### config.mk
export PLATFORM = sky130hd
export DESIGN_NAME = scan_cluster_leg_classifier_core
export DESIGN_NICKNAME = d
export VERILOG_FILES = /design/src/design/sclc_pkg.sv /design/src/design/sclc_csr.sv /design/src/design/sclc_front.sv /design/src/design/sclc_queue.sv /design/src/design/sclc_back.sv /design/src/design/scan_cluster_leg_classifier_core.sv
export SDC_FILE = /design/constraint.sdc
export NUM_CORES = 2
export LEC_CHECK = 0
export BUFFER_PORTS_ARGS = -buffer_cell sky130_fd_sc_hd__clkbuf_2
export CORE_MARGIN = 1.5
export CORE_UTILIZATION = 40
export DETAILED_ROUTE_END_ITERATION = 8
export HOLD_SLACK_MARGIN = 0.15
export PLACE_DENSITY = 0.51
export SLEW_MARGIN = 20
export SYNTH_ARGS = -nofsm -noshare
export SYNTH_HDL_FRONTEND = slang
export SYNTH_SLANG_ARGS = --single-unit
### constraint.sdc
create_clock -name clk -period 13.3 [get_ports clk]
set_clock_uncertainty 0.05 [all_clocks]
set_input_delay 2.66 -clock clk [delete_from_list [all_inputs] [get_ports clk]]
set_output_delay 2.66 -clock clk [all_outputs]
set_load 0.02 [all_outputs]
### src/design/sclc_pkg.sv
// ----------------------------------------------------------------------------
// sclc_pkg
// Shared types, widths and helpers of the scan cluster leg classifier: beam
// and result beats, the cluster record passed between the front and the back,
// register map and reset values.
// ----------------------------------------------------------------------------
`default_nettype none

package sclc_pkg;

	// sizing
	localparam int MAX_BEAMS   = 1024;
	localparam int COORD_BITS  = 16;
	localparam int IDX_W       = $clog2(MAX_BEAMS);
	localparam int CNT_W       = $clog2(MAX_BEAMS + 1);
	localparam int EXT_W       = 33;
	localparam int PCT_W       = 7;
	localparam int MAG_W       = COORD_BITS + 1;
	localparam int SQ_W        = 2 * MAG_W;
	localparam int SUM_W       = SQ_W + 1;
	localparam int WIDE_W      = (SUM_W > EXT_W) ? SUM_W : EXT_W;
	localparam int PROD_W      = CNT_W + PCT_W;
	localparam int QUEUE_DEPTH = 4;
	localparam int QPTR_W      = $clog2(QUEUE_DEPTH);

	// classification constants
	localparam int PERCENT_SCALE  = 100;
	localparam int LEG_MIN_POINTS = 5;

	// register port
	localparam int ADDR_W = 5;
	localparam int DATA_W = 64;

	localparam logic [EXT_W-1:0] GAP_SQ_RST  = EXT_W'(40000);
	localparam logic [EXT_W-1:0] LEG_MIN_RST = EXT_W'(2500);
	localparam logic [EXT_W-1:0] LEG_MAX_RST = EXT_W'(62500);
	localparam logic [PCT_W-1:0] DYN_PCT_RST = PCT_W'(75);
	localparam logic [EXT_W-1:0] EXT_MAX     = '1;

	typedef enum logic [1:0] {
		REG_GAP_SQ  = 2'd0,
		REG_LEG_MIN = 2'd1,
		REG_LEG_MAX = 2'd2,
		REG_DYN_PCT = 2'd3
	} reg_idx_t;

	typedef struct packed {
		logic [EXT_W-1:0] gap_sq;
		logic [EXT_W-1:0] leg_min_sq;
		logic [EXT_W-1:0] leg_max_sq;
		logic [PCT_W-1:0] dynamic_percent;
	} cfg_t;

	typedef struct packed {
		logic signed [COORD_BITS-1:0] point_x;
		logic signed [COORD_BITS-1:0] point_y;
		logic                         beam_moving;
		logic                         last_beam;
	} beam_t;

	typedef struct packed {
		logic [IDX_W-1:0]             cluster_number;
		logic [IDX_W-1:0]             first_beam;
		logic [CNT_W-1:0]             point_count;
		logic [EXT_W-1:0]             extent_sq;
		logic signed [COORD_BITS-1:0] middle_x;
		logic signed [COORD_BITS-1:0] middle_y;
		logic [CNT_W-1:0]             moving_count;
		logic                         is_leg;
		logic                         leg_moving;
		logic                         last_cluster;
	} result_t;

	// raw cluster snapshot: first and last beam, counts, numbering
	typedef struct packed {
		logic signed [COORD_BITS-1:0] start_x;
		logic signed [COORD_BITS-1:0] start_y;
		logic signed [COORD_BITS-1:0] end_x;
		logic signed [COORD_BITS-1:0] end_y;
		logic [IDX_W-1:0]             start_idx;
		logic [CNT_W-1:0]             cnt;
		logic [CNT_W-1:0]             mov;
		logic [IDX_W-1:0]             cidx;
	} rec_t;

	// one queue entry: cluster closed by a gap and/or cluster closed by scan end
	typedef struct packed {
		logic gap_v;
		rec_t gap;
		logic fin_v;
		rec_t fin;
	} close_t;

	// magnitude of the difference of two coordinates
	function automatic logic [MAG_W-1:0] abs_diff(
		input logic signed [COORD_BITS-1:0] a,
		input logic signed [COORD_BITS-1:0] b
	);
		logic signed [MAG_W-1:0] d;
		d = $signed({a[COORD_BITS-1], a}) - $signed({b[COORD_BITS-1], b});
		return d[MAG_W-1] ? MAG_W'(-d) : MAG_W'(d);
	endfunction

	// floor of the mean of two coordinates
	function automatic logic signed [COORD_BITS-1:0] half_sum(
		input logic signed [COORD_BITS-1:0] a,
		input logic signed [COORD_BITS-1:0] b
	);
		logic signed [MAG_W-1:0] s;
		s = $signed({a[COORD_BITS-1], a}) + $signed({b[COORD_BITS-1], b});
		return s[MAG_W-1:1];
	endfunction

endpackage

`default_nettype wire

### src/design/sclc_csr.sv
// ----------------------------------------------------------------------------
// sclc_csr
// Register bank behind the APB-style port: gap threshold, leg extent limits
// and moving share.
// ----------------------------------------------------------------------------
`default_nettype none

module sclc_csr (
	input  logic                         clk,
	input  logic                         arst_n,
	input  logic                         psel,
	input  logic                         penable,
	input  logic                         pwrite,
	input  logic [sclc_pkg::ADDR_W-1:0]  paddr,
	input  logic [sclc_pkg::DATA_W-1:0]  pwdata,
	output logic [sclc_pkg::DATA_W-1:0]  prdata,
	output logic                         pready,
	output sclc_pkg::cfg_t               cfg
);
	import sclc_pkg::*;

	cfg_t     cfg_q;
	reg_idx_t sel;
	logic     wr_en;

	assign sel    = reg_idx_t'(paddr[ADDR_W-1:3]);
	assign wr_en  = psel & penable & pwrite;
	assign pready = 1'b1;
	assign cfg    = cfg_q;

	// register writes
	always_ff @(posedge clk or negedge arst_n) begin
		if (!arst_n) begin
			cfg_q.gap_sq          <= GAP_SQ_RST;
			cfg_q.leg_min_sq      <= LEG_MIN_RST;
			cfg_q.leg_max_sq      <= LEG_MAX_RST;
			cfg_q.dynamic_percent <= DYN_PCT_RST;
		end else if (wr_en) begin
			unique case (sel)
				REG_GAP_SQ:  cfg_q.gap_sq          <= pwdata[EXT_W-1:0];
				REG_LEG_MIN: cfg_q.leg_min_sq      <= pwdata[EXT_W-1:0];
				REG_LEG_MAX: cfg_q.leg_max_sq      <= pwdata[EXT_W-1:0];
				REG_DYN_PCT: cfg_q.dynamic_percent <= pwdata[PCT_W-1:0];
			endcase
		end
	end

	// read mux
	always_comb begin
		unique case (sel)
			REG_GAP_SQ:  prdata = DATA_W'(cfg_q.gap_sq);
			REG_LEG_MIN: prdata = DATA_W'(cfg_q.leg_min_sq);
			REG_LEG_MAX: prdata = DATA_W'(cfg_q.leg_max_sq);
			REG_DYN_PCT: prdata = DATA_W'(cfg_q.dynamic_percent);
		endcase
	end

endmodule

`default_nettype wire

### src/design/sclc_front.sv
// ----------------------------------------------------------------------------
// sclc_front
// Beam intake: gap distance to the previous beam over two stages, then the
// running cluster state; closed clusters are pushed as raw snapshots.
// ----------------------------------------------------------------------------
`default_nettype none

module sclc_front (
	input  logic                        clk,
	input  logic                        arst_n,
	input  logic                        beam_valid,
	output logic                        beam_ready,
	input  sclc_pkg::beam_t             beam_data,
	input  logic [sclc_pkg::EXT_W-1:0]  gap_sq,
	output logic                        push,
	output sclc_pkg::close_t            push_data,
	input  logic                        full
);
	import sclc_pkg::*;

	logic signed [COORD_BITS-1:0] prev_x_q, prev_y_q;
	logic [IDX_W-1:0]             idx_q;
	logic                         acc, close_in;

	logic             v_s1, first_s1, close_s1;
	beam_t            beam_s1;
	logic [IDX_W-1:0] idx_s1;
	logic [MAG_W-1:0] adx_s1, ady_s1;

	logic             v_s2, first_s2, close_s2;
	beam_t            beam_s2;
	logic [IDX_W-1:0] idx_s2;
	logic [SQ_W-1:0]  sqx_s2, sqy_s2;

	rec_t              clus_q, nxt;
	logic [WIDE_W-1:0] gap_dist;
	logic              gap, open, evt, go_s2, ce_s2, ce_s1;

	// stage enables
	assign evt        = gap | close_s2;
	assign go_s2      = v_s2 & (~evt | ~full);
	assign ce_s2      = ~v_s2 | go_s2;
	assign ce_s1      = ~v_s1 | ce_s2;
	assign beam_ready = ce_s1;
	assign acc        = beam_valid & beam_ready;
	assign close_in   = beam_data.last_beam | (idx_q == IDX_W'(MAX_BEAMS - 1));

	// previous beam and beam index at intake
	always_ff @(posedge clk or negedge arst_n) begin
		if (!arst_n) begin
			prev_x_q <= '0;
			prev_y_q <= '0;
			idx_q    <= '0;
		end else if (acc) begin
			prev_x_q <= beam_data.point_x;
			prev_y_q <= beam_data.point_y;
			idx_q    <= close_in ? '0 : idx_q + 1'b1;
		end
	end

	// stage 1: distance components
	always_ff @(posedge clk or negedge arst_n) begin
		if (!arst_n) begin
			v_s1 <= 1'b0;
		end else if (ce_s1) begin
			v_s1 <= acc;
		end
	end

	always_ff @(posedge clk) begin
		if (acc) begin
			beam_s1  <= beam_data;
			idx_s1   <= idx_q;
			first_s1 <= (idx_q == '0);
			close_s1 <= close_in;
			adx_s1   <= abs_diff(beam_data.point_x, prev_x_q);
			ady_s1   <= abs_diff(beam_data.point_y, prev_y_q);
		end
	end

	// stage 2: squares
	always_ff @(posedge clk or negedge arst_n) begin
		if (!arst_n) begin
			v_s2 <= 1'b0;
		end else if (ce_s2) begin
			v_s2 <= v_s1;
		end
	end

	always_ff @(posedge clk) begin
		if (ce_s2 && v_s1) begin
			beam_s2  <= beam_s1;
			idx_s2   <= idx_s1;
			first_s2 <= first_s1;
			close_s2 <= close_s1;
			sqx_s2   <= SQ_W'(adx_s1 * adx_s1);
			sqy_s2   <= SQ_W'(ady_s1 * ady_s1);
		end
	end

	// gap decision and next cluster state
	always_comb begin
		gap_dist = WIDE_W'(sqx_s2) + WIDE_W'(sqy_s2);
		gap      = ~first_s2 & (gap_dist > WIDE_W'(gap_sq));
		open     = first_s2 | gap;
		nxt      = clus_q;
		if (open) begin
			nxt.start_x   = beam_s2.point_x;
			nxt.start_y   = beam_s2.point_y;
			nxt.start_idx = idx_s2;
			nxt.cnt       = CNT_W'(1);
			nxt.mov       = CNT_W'(beam_s2.beam_moving);
			nxt.cidx      = first_s2 ? '0 : clus_q.cidx + 1'b1;
		end else begin
			nxt.cnt = clus_q.cnt + 1'b1;
			nxt.mov = clus_q.mov + CNT_W'(beam_s2.beam_moving);
		end
		nxt.end_x = beam_s2.point_x;
		nxt.end_y = beam_s2.point_y;
	end

	always_ff @(posedge clk or negedge arst_n) begin
		if (!arst_n) begin
			clus_q <= '0;
		end else if (go_s2) begin
			clus_q <= nxt;
		end
	end

	// closed clusters toward the queue
	assign push            = go_s2 & evt;
	assign push_data.gap_v = gap;
	assign push_data.gap   = clus_q;
	assign push_data.fin_v = close_s2;
	assign push_data.fin   = nxt;

endmodule

`default_nettype wire

### src/design/sclc_queue.sv
// ----------------------------------------------------------------------------
// sclc_queue
// Small first-in first-out store of closed-cluster entries between the front
// and the back.
// ----------------------------------------------------------------------------
`default_nettype none

module sclc_queue (
	input  logic              clk,
	input  logic              arst_n,
	input  logic              push,
	input  sclc_pkg::close_t  push_data,
	output logic              full,
	input  logic              pop,
	output sclc_pkg::close_t  head,
	output logic              head_valid
);
	import sclc_pkg::*;

	close_t            mem_q [QUEUE_DEPTH];
	logic [QPTR_W-1:0] wr_ptr_q, rd_ptr_q;
	logic [QPTR_W:0]   count_q;

	assign full       = (count_q == (QPTR_W + 1)'(QUEUE_DEPTH));
	assign head_valid = (count_q != '0);
	assign head       = mem_q[rd_ptr_q];

	// entry storage
	always_ff @(posedge clk) begin
		if (push) begin
			mem_q[wr_ptr_q] <= push_data;
		end
	end

	// pointers and fill level
	always_ff @(posedge clk or negedge arst_n) begin
		if (!arst_n) begin
			wr_ptr_q <= '0;
			rd_ptr_q <= '0;
			count_q  <= '0;
		end else begin
			if (push) begin
				wr_ptr_q <= wr_ptr_q + 1'b1;
			end
			if (pop) begin
				rd_ptr_q <= rd_ptr_q + 1'b1;
			end
			if (push && !pop) begin
				count_q <= count_q + 1'b1;
			end else if (pop && !push) begin
				count_q <= count_q - 1'b1;
			end
		end
	end

endmodule

`default_nettype wire

### src/design/sclc_back.sv
// ----------------------------------------------------------------------------
// sclc_back
// Result builder: takes queue entries one cluster at a time and works out
// extent, midpoint and leg flags over three stages ending in the output
// register.
// ----------------------------------------------------------------------------
`default_nettype none

module sclc_back (
	input  logic              clk,
	input  logic              arst_n,
	input  sclc_pkg::close_t  head,
	input  logic              head_valid,
	output logic              pop,
	input  sclc_pkg::cfg_t    cfg,
	output logic              clus_valid,
	input  logic              clus_ready,
	output sclc_pkg::result_t clus_data
);
	import sclc_pkg::*;

	logic gap_done_q, issue_gap, issue, ce_s1, ce_s2, ce_s3;
	rec_t rec;

	logic                         v_s1, last_s1;
	logic [MAG_W-1:0]             adx_s1, ady_s1;
	logic signed [COORD_BITS-1:0] midx_s1, midy_s1;
	logic [PROD_W-1:0]            pcnt_s1, mov100_s1;
	rec_t                         rec_s1;

	logic                         v_s2, last_s2;
	logic [SQ_W-1:0]              sqx_s2, sqy_s2;
	logic signed [COORD_BITS-1:0] midx_s2, midy_s2;
	logic [PROD_W-1:0]            pcnt_s2, mov100_s2;
	rec_t                         rec_s2;

	logic              v_s3;
	result_t           res_s3, res;
	logic [WIDE_W-1:0] ext_wide;
	logic [EXT_W-1:0]  ext;
	logic              leg;

	// stage enables, output register last
	assign ce_s3 = ~v_s3 | clus_ready;
	assign ce_s2 = ~v_s2 | ce_s3;
	assign ce_s1 = ~v_s1 | ce_s2;

	// pick gap-closed cluster first, then scan-end cluster
	assign issue_gap = ~gap_done_q & head.gap_v;
	assign rec       = issue_gap ? head.gap : head.fin;
	assign issue     = head_valid & ce_s1;
	assign pop       = issue & (~issue_gap | ~head.fin_v);

	always_ff @(posedge clk or negedge arst_n) begin
		if (!arst_n) begin
			gap_done_q <= 1'b0;
		end else if (pop) begin
			gap_done_q <= 1'b0;
		end else if (issue && issue_gap) begin
			gap_done_q <= 1'b1;
		end
	end

	// stage 1: differences, midpoint, moving share products
	always_ff @(posedge clk or negedge arst_n) begin
		if (!arst_n) begin
			v_s1 <= 1'b0;
		end else if (ce_s1) begin
			v_s1 <= issue;
		end
	end

	always_ff @(posedge clk) begin
		if (issue) begin
			rec_s1    <= rec;
			last_s1   <= ~issue_gap;
			adx_s1    <= abs_diff(rec.start_x, rec.end_x);
			ady_s1    <= abs_diff(rec.start_y, rec.end_y);
			midx_s1   <= half_sum(rec.start_x, rec.end_x);
			midy_s1   <= half_sum(rec.start_y, rec.end_y);
			pcnt_s1   <= PROD_W'(cfg.dynamic_percent) * PROD_W'(rec.cnt);
			mov100_s1 <= PROD_W'(rec.mov) * PROD_W'(PERCENT_SCALE);
		end
	end

	// stage 2: squares
	always_ff @(posedge clk or negedge arst_n) begin
		if (!arst_n) begin
			v_s2 <= 1'b0;
		end else if (ce_s2) begin
			v_s2 <= v_s1;
		end
	end

	always_ff @(posedge clk) begin
		if (ce_s2 && v_s1) begin
			rec_s2    <= rec_s1;
			last_s2   <= last_s1;
			sqx_s2    <= SQ_W'(adx_s1 * adx_s1);
			sqy_s2    <= SQ_W'(ady_s1 * ady_s1);
			midx_s2   <= midx_s1;
			midy_s2   <= midy_s1;
			pcnt_s2   <= pcnt_s1;
			mov100_s2 <= mov100_s1;
		end
	end

	// stage 3: saturated extent and classification
	always_comb begin
		ext_wide = WIDE_W'(sqx_s2) + WIDE_W'(sqy_s2);
		ext      = (ext_wide > WIDE_W'(EXT_MAX)) ? EXT_MAX : EXT_W'(ext_wide);
		leg      = (ext >= cfg.leg_min_sq) & (ext <= cfg.leg_max_sq)
			& (rec_s2.cnt > CNT_W'(LEG_MIN_POINTS));
		res.cluster_number = rec_s2.cidx;
		res.first_beam     = rec_s2.start_idx;
		res.point_count    = rec_s2.cnt;
		res.extent_sq      = ext;
		res.middle_x       = midx_s2;
		res.middle_y       = midy_s2;
		res.moving_count   = rec_s2.mov;
		res.is_leg         = leg;
		res.leg_moving     = leg & (mov100_s2 >= pcnt_s2);
		res.last_cluster   = last_s2;
	end

	always_ff @(posedge clk or negedge arst_n) begin
		if (!arst_n) begin
			v_s3 <= 1'b0;
		end else if (ce_s3) begin
			v_s3 <= v_s2;
		end
	end

	always_ff @(posedge clk) begin
		if (ce_s3 && v_s2) begin
			res_s3 <= res;
		end
	end

	assign clus_valid = v_s3;
	assign clus_data  = res_s3;

endmodule

`default_nettype wire

### src/design/scan_cluster_leg_classifier_core.sv
// ----------------------------------------------------------------------------
// scan_cluster_leg_classifier_core
// Splits a laser scan into clusters at large beam-to-beam gaps and reports
// each closed cluster with its extent, midpoint and leg classification.
//
//   channel   | direction | handshake               | beat
//   ----------+-----------+-------------------------+---------------------
//   beam      | in        | beam_valid / beam_ready | sclc_pkg::beam_t
//   clus      | out       | clus_valid / clus_ready | sclc_pkg::result_t
//   registers | in/out    | psel/penable, pready=1  | 64-bit, 8-byte stride
//
// One beam beat per cycle while beam_ready is high; a beam closing two clusters
// hands both to the result builder in turn, the queue absorbing the difference.
// A beam beat passes two intake stages, a queue entry and three result stages
// including the output register.
// Reset clears all pipeline valids, the queue and the cluster state; registers
// take their default values. No clearing pass.
// A stalled result side fills the output stages and the four-entry queue
// before beam_ready drops.
// ----------------------------------------------------------------------------
`default_nettype none

module scan_cluster_leg_classifier_core (
	input  logic                        clk,
	input  logic                        arst_n,
	input  logic                        beam_valid,
	output logic                        beam_ready,
	input  sclc_pkg::beam_t             beam_data,
	output logic                        clus_valid,
	input  logic                        clus_ready,
	output sclc_pkg::result_t           clus_data,
	input  logic                        psel,
	input  logic                        penable,
	input  logic                        pwrite,
	input  logic [sclc_pkg::ADDR_W-1:0] paddr,
	input  logic [sclc_pkg::DATA_W-1:0] pwdata,
	output logic [sclc_pkg::DATA_W-1:0] prdata,
	output logic                        pready
);
	import sclc_pkg::*;

	cfg_t   cfg;
	close_t push_data, head;
	logic   push, full, pop, head_valid;

	// register bank
	sclc_csr u_csr (
		.clk     (clk),
		.arst_n  (arst_n),
		.psel    (psel),
		.penable (penable),
		.pwrite  (pwrite),
		.paddr   (paddr),
		.pwdata  (pwdata),
		.prdata  (prdata),
		.pready  (pready),
		.cfg     (cfg)
	);

	// beam intake and cluster tracking
	sclc_front u_front (
		.clk        (clk),
		.arst_n     (arst_n),
		.beam_valid (beam_valid),
		.beam_ready (beam_ready),
		.beam_data  (beam_data),
		.gap_sq     (cfg.gap_sq),
		.push       (push),
		.push_data  (push_data),
		.full       (full)
	);

	// closed-cluster queue
	sclc_queue u_queue (
		.clk        (clk),
		.arst_n     (arst_n),
		.push       (push),
		.push_data  (push_data),
		.full       (full),
		.pop        (pop),
		.head       (head),
		.head_valid (head_valid)
	);

	// result builder
	sclc_back u_back (
		.clk        (clk),
		.arst_n     (arst_n),
		.head       (head),
		.head_valid (head_valid),
		.pop        (pop),
		.cfg        (cfg),
		.clus_valid (clus_valid),
		.clus_ready (clus_ready),
		.clus_data  (clus_data)
	);

endmodule

`default_nettype wire

# Yosys cells after proc, flatten, opt, wreduce, memory -nomap -nowiden
# Memories as Yosys holds them, arrays and structs flattened.
# Index checks and enable logic that the tools add are counted.
# op_classes
n_bitwise,33
order_cmp,6
n_mux,19
eq_ne,5
n_reduce_logical,17
add_sub_neg,20
mul,6
# ops
cell,count
one-hot mux 64 bit (4 select lines),1
multiplier 17 x 17 -> 34 bit,4
2-to-1 mux 106 bit,1
adder 34 x 34 -> 35 bit,2
negator 17 bit,4
subtractor 16 x 16 -> 17 bit,4
2-to-1 mux 16 bit,4
2-to-1 mux 10 bit,4
> comparator 35 x 33 -> 1 bit,1
> comparator 35 x 33 -> 1 bit (second input constant),1
adder 16 x 16 -> 17 bit,2
greater-or-equal comparator 33 bit,1
<= comparator 33 bit,1
2-to-1 mux 33 bit,1
2-to-1 mux 32 bit,1
2-to-1 mux 22 bit,1
adder 10 x 1 -> 10 bit (second input constant),2
greater-or-equal comparator 18 bit,1
multiplier 7 x 11 -> 18 bit,1
multiplier 11 x 5 -> 16 bit (second input constant),1
AND 1 bit,12
adder 11 x 1 -> 11 bit,1
adder 11 x 1 -> 11 bit (second input constant),1
> comparator 11 x 3 -> 1 bit (second input constant),1
18 further kinds,53
# totals
input_bits,110
memories,1
ram_bits,856
reg_bits,889
word_cells,183
# mem_list
name,depth,width,read_ports,rd_ports_with_merged_regs,wr,line_no,rtl
u_queue.mem_q,4,214,1,0,1,sclc_queue.sv:20,close_t mem_q [QUEUE_DEPTH];

# Longest topological paths before layout
# logic_depth
word_depth,12
depth_mapped,27
ltp_nobuf,26

# Modules after synthesis
# A second synthesis with hierarchy kept.
# unflattened
hier_cells,8802
area_unflattened_um2,110034.3
# by_module_without_submodules
mod,seq_area_each_um2,cells_per_inst,instances,area_per_inst_um2
sclc_back,12772.2,3838,1,40161.0
sclc_front,9459.1,3451,1,33553.4
sclc_queue,25879.8,1152,1,31255.0
sclc_csr,2678.8,361,1,5064.9

# Worst setup path before layout
# Ideal clock, no wire load.
# synth_path
kind,in2reg
startpoint,input port clus_ready
endpoint,register u_queue.count_q[1]
path_slack_ns,0.517
path_stages,8
t_arrival_ns,12.609
t_required_ns,13.125
cell_sequence,nand2b_1 -> nor2_1 -> a21oi_1 -> o21ai_0 -> ha_1 -> inv_1 -> fa_1 -> mux2_2
# synth_between
elab_chain_len,8
word_cells_on_any_way,10
cone_classes,1 x mux; 5 x bitwise; 4 x reduce/logical
# synth_rtl
element,line_no,rtl
from (decl),scan_cluster_leg_classifier_core.sv:30,"input logic clus_ready,"
bitwise OR 1 bit *,sclc_back.sv:44,assign ce_s3 = ~v_s3 | clus_ready;
bitwise OR 1 bit *,sclc_back.sv:45,assign ce_s2 = ~v_s2 | ce_s3;
bitwise OR 1 bit *,sclc_back.sv:46,assign ce_s1 = ~v_s1 | ce_s2;
AND 1 bit *,sclc_back.sv:51,assign issue = head_valid & ce_s1;
via u_back.issue,sclc_back.sv:22,"logic gap_done_q, issue_gap, issue, ce_s1, ce_s2, ce_s3;"
AND 1 bit *,sclc_back.sv:52,assign pop = issue & (~issue_gap | ~head.fin_v);
zero test 1 bit,sclc_queue.sv:48,if (push && !pop) begin
logical AND 1 bit,sclc_queue.sv:48,
2-to-1 mux 3 bit / nonzero test 2 bit (equally long branches),--,
to (signal assigned),sclc_queue.sv:49,count_q <= count_q + 1'b1;
to (signal assigned),sclc_queue.sv:51,count_q <= count_q - 1'b1;
to (decl),sclc_queue.sv:22,logic [QPTR_W:0] count_q;
# The timed path passes the listed nets; every way through them passes the cells marked *.
# A chain may end at the register's enable or synchronous reset.

==> metrics.cfg <==
[finish]
layout.nets=10610
register_area_um2=50800
final_cell_mix=1,471 x inv_1, 1,468 x edfxtp_1, 826 x fa_1
layout_commonest_cell=inv_1
nFillCells=24770
fin_cells=12620
multi_input_area_um2=52100
area_growth_pct=10.41
layout-drive-gt1-share_pct=11.40

[synth]
yosys_warnings=0
synth_area_um2=109500
synth_top_area_share_pct=40.24
synthCells=8655
ys_seq_area_share_pct=46.37
avgSynthCellArea_um2=12.66
yosys-top-cells-area=edfxtp_1 40%, fa_1 15%, ha_1 9.0%, dfrtp_1 5.6%, inv_1 5.0%
synthFlopType=edfxtp_1
ys_ff_latch=1735
ys_async_sr_fraction_pct=15.39
synth_cell_types=93
synth_enable_flop_cells=1468
synth_top_cell_by_area=edfxtp_1

[clock_tree]
cts_resized=0
cts_buffer_depth=3
root_buffer=clkbuf_16
cts_hold_buf=0
numCtsBuffers=188
cts.sinks=1735
htreeDepth=4
path_clk_slew_ns=0.06
clock_latency_ns=0.84
cts_tree=built
postCtsSetupBuffers=0

[detailed_routing]
drt_iter0_drc=3755
routed_wl_um=269300
vias=64360
viasPerCell=5.100
antenna_left=0
route.detailed.drc=0
wire_per_inst_um=21.34
dr.pass1.iters=6

[die]
start_util_pct=40.35
chipHeight_um=526.3
rows=191
num_io_pins=287
die_area_um2=277000
die_w_um=526.3
core_area_um2=271500

[setup_path]
crit_fanout=34
critPathRequiredTime_ns=10.59
start_kind=flop
crit_type=flop to primary output
worstSetupEndpointType=primary output
ff2ff_path_depth=20
cp.arrival_ns=6.88

[timing]
slew_viol_final=0
rsz0062_at_grt=no
slew_headroom_pct=30.73
setup_violations=0
fin_crit_ns=9.588
hold_violations=0
timing.fmax_ghz=0.1043
worstMarginPinSlew_ns=1.028
period_share_pct=72.09
tns_ns=0

[grt]
grt_max_degree=129
grtUsageTotal_pct=19.73
overflow=0
grt_pass1_vias=69230
grt_pass1_wl_um=416700
antenna_found_initial=16

[run]
max_cap_violations=0

[place]
dp_hpwl_um=197500
place_inst=12260
io_buffers=220
gp_congestion=0.8427

[worst_hold_path]
whs_path_depth=0
hold_class=flop to flop

[status]
status=finished, final reports clean

-- Yosys cell counts, types with 19 or more instances --
cell type and instances:
inv_1 1471, and3_1 49, dfrtp_1 246, buf_4 40
o31ai_1 19, xor2_1 110, fa_1 826, and2_1 219
nor3_1 64, a31oi_1 26, nand2b_1 56, nor4_1 20
o21bai_1 49, mux2_1 67, nor2b_1 78, or2_2 19
dfstp_2 21, o21ai_1 79, clkbuf_1 175, nand3_1 99
a21o_1 123, o21ai_0 211, o21a_1 44, xnor2_1 261
a21oi_1 272, nand4_1 47, edfxtp_1 1468, mux2i_1 46
mux2_2 150, nor2_1 257, buf_2 46, ha_1 792
mux4_2 221, nand2_1 726
-- layer usage --
metal  vias up  track usage (%)  part of all wire (%)  wire (um)
met5         -                0                 0.019         50
met4         8            5.442                   2.5       6798
met3       308            2.378                   3.8      10150
met2      1188            33.27                    48     129800
met1     32920            26.82                    45     122500
li1      29940                -                     -          -
-- sequential cells by signal (all words and copies together) (netlist names), 17 cells and up --
signal / count
u_back.pcnt_s1: 18
u_back.adx_s1: 17
u_front.ady_s1: 17
u_back.pcnt_s2: 18
u_csr.cfg: 106
u_back.ady_s1: 17
u_front.beam_s1: 33
u_front.sqx_s2: 33
u_back.rec_s1: 42
u_front.sqy_s2: 33
u_queue.mem_q: 856
u_back.rec_s2: 42
u_front.push_data: 138
u_back.sqy_s2: 33
u_front.adx_s1: 17
u_back.sqx_s2: 33
u_back.clus_data: 110
-- final timing paths --
| kind | start | endpoint | slack (ns) |
|---|---|---|---|
| max in group asynchronous | arst_n | u_csr.cfg[10]$_DFFE_PN0P_ | 9.26 |
| min | u_back.mov100_s1[12]$_DFFE_PP_ | u_back.mov100_s2[12]$_DFFE_PP_ | 0.36 |
| max reg2reg | u_queue.rd_ptr_q[0]$_DFFE_PN0P_ | u_back.pcnt_s1[17]$_DFFE_PP_ | 5.16 |
| max | u_front.sqy_s2[5]$_DFFE_PP_ | beam_ready | 3.71 |
| min in group asynchronous | arst_n | u_front.push_data[190]$_DFFE_PN0P_ | 1.74 |
| min reg2reg | u_back.mov100_s1[12]$_DFFE_PP_ | u_back.mov100_s2[12]$_DFFE_PP_ | 0.36 |
-- cells by family after synthesis --
logic type,after synthesis,share of synthesized area [%]
adder cells (fa/ha/maj),1618,24.14
flip-flops,1735,46.37
buffers and inverters,1755,6.254
XOR/XNOR,371,2.966
AND/OR/NAND/NOR,1690,7.293
AO/OA/AOI/OAI,1000,5.777
other,2,0.006856
multiplexers,484,7.195
-- area by class of cell --
type	count	area share, %
Tap cell	3570	3.693
Timing Repair Buffer	284	1.408
Clock buffer	243	4.228
Multi-Input combinational cell	5195	43.07
Clock inverter	113	1.004
Antenna cell	3	0.006207
Inverter	1477	4.588
Sequential cell	1735	42.00
-- worst max-delay path, stage by stage, from the launching register on --
cell and delay [ns]:
edfxtp_1 0.37, ha_1 0.35, a21o_1 0.17, a21oi_1 0.27
nand4_1 0.18, nand4_1 0.16, a21oi_1 0.11, a21oi_1 0.28
o21ai_1 0.20, a21boi_0 0.46, xnor2_1 0.16, ha_1 0.31
nand4_1 0.17, nor4_2 0.38, nand4_1 0.21, a21oi_1 0.18
o21ai_1 0.10, a211oi_2 0.53, a31o_2 0.39, inv_2 0.10
o211a_4 0.32, inv_4 0.35, clkbuf_2 0.26
-- through the flow --
stage	hold slack, ns	instance area (um2)	setup slack, ns	util (%)
2_1_floorplan	0.3503	109700	0.5167	-
3_3_place_gp	0.3507	114600	4.417	42.20
3_5_place_dp	0.3545	114600	4.347	42.21
4_1_cts	0.3642	120900	3.420	44.54
5_1_grt	0.3684	120900	3.058	44.55
6_report	0.3628	121000	3.712	44.55
Power is not shown: default switching activity piles up to over one toggle a cycle in this logic, so the estimate is an artifact.
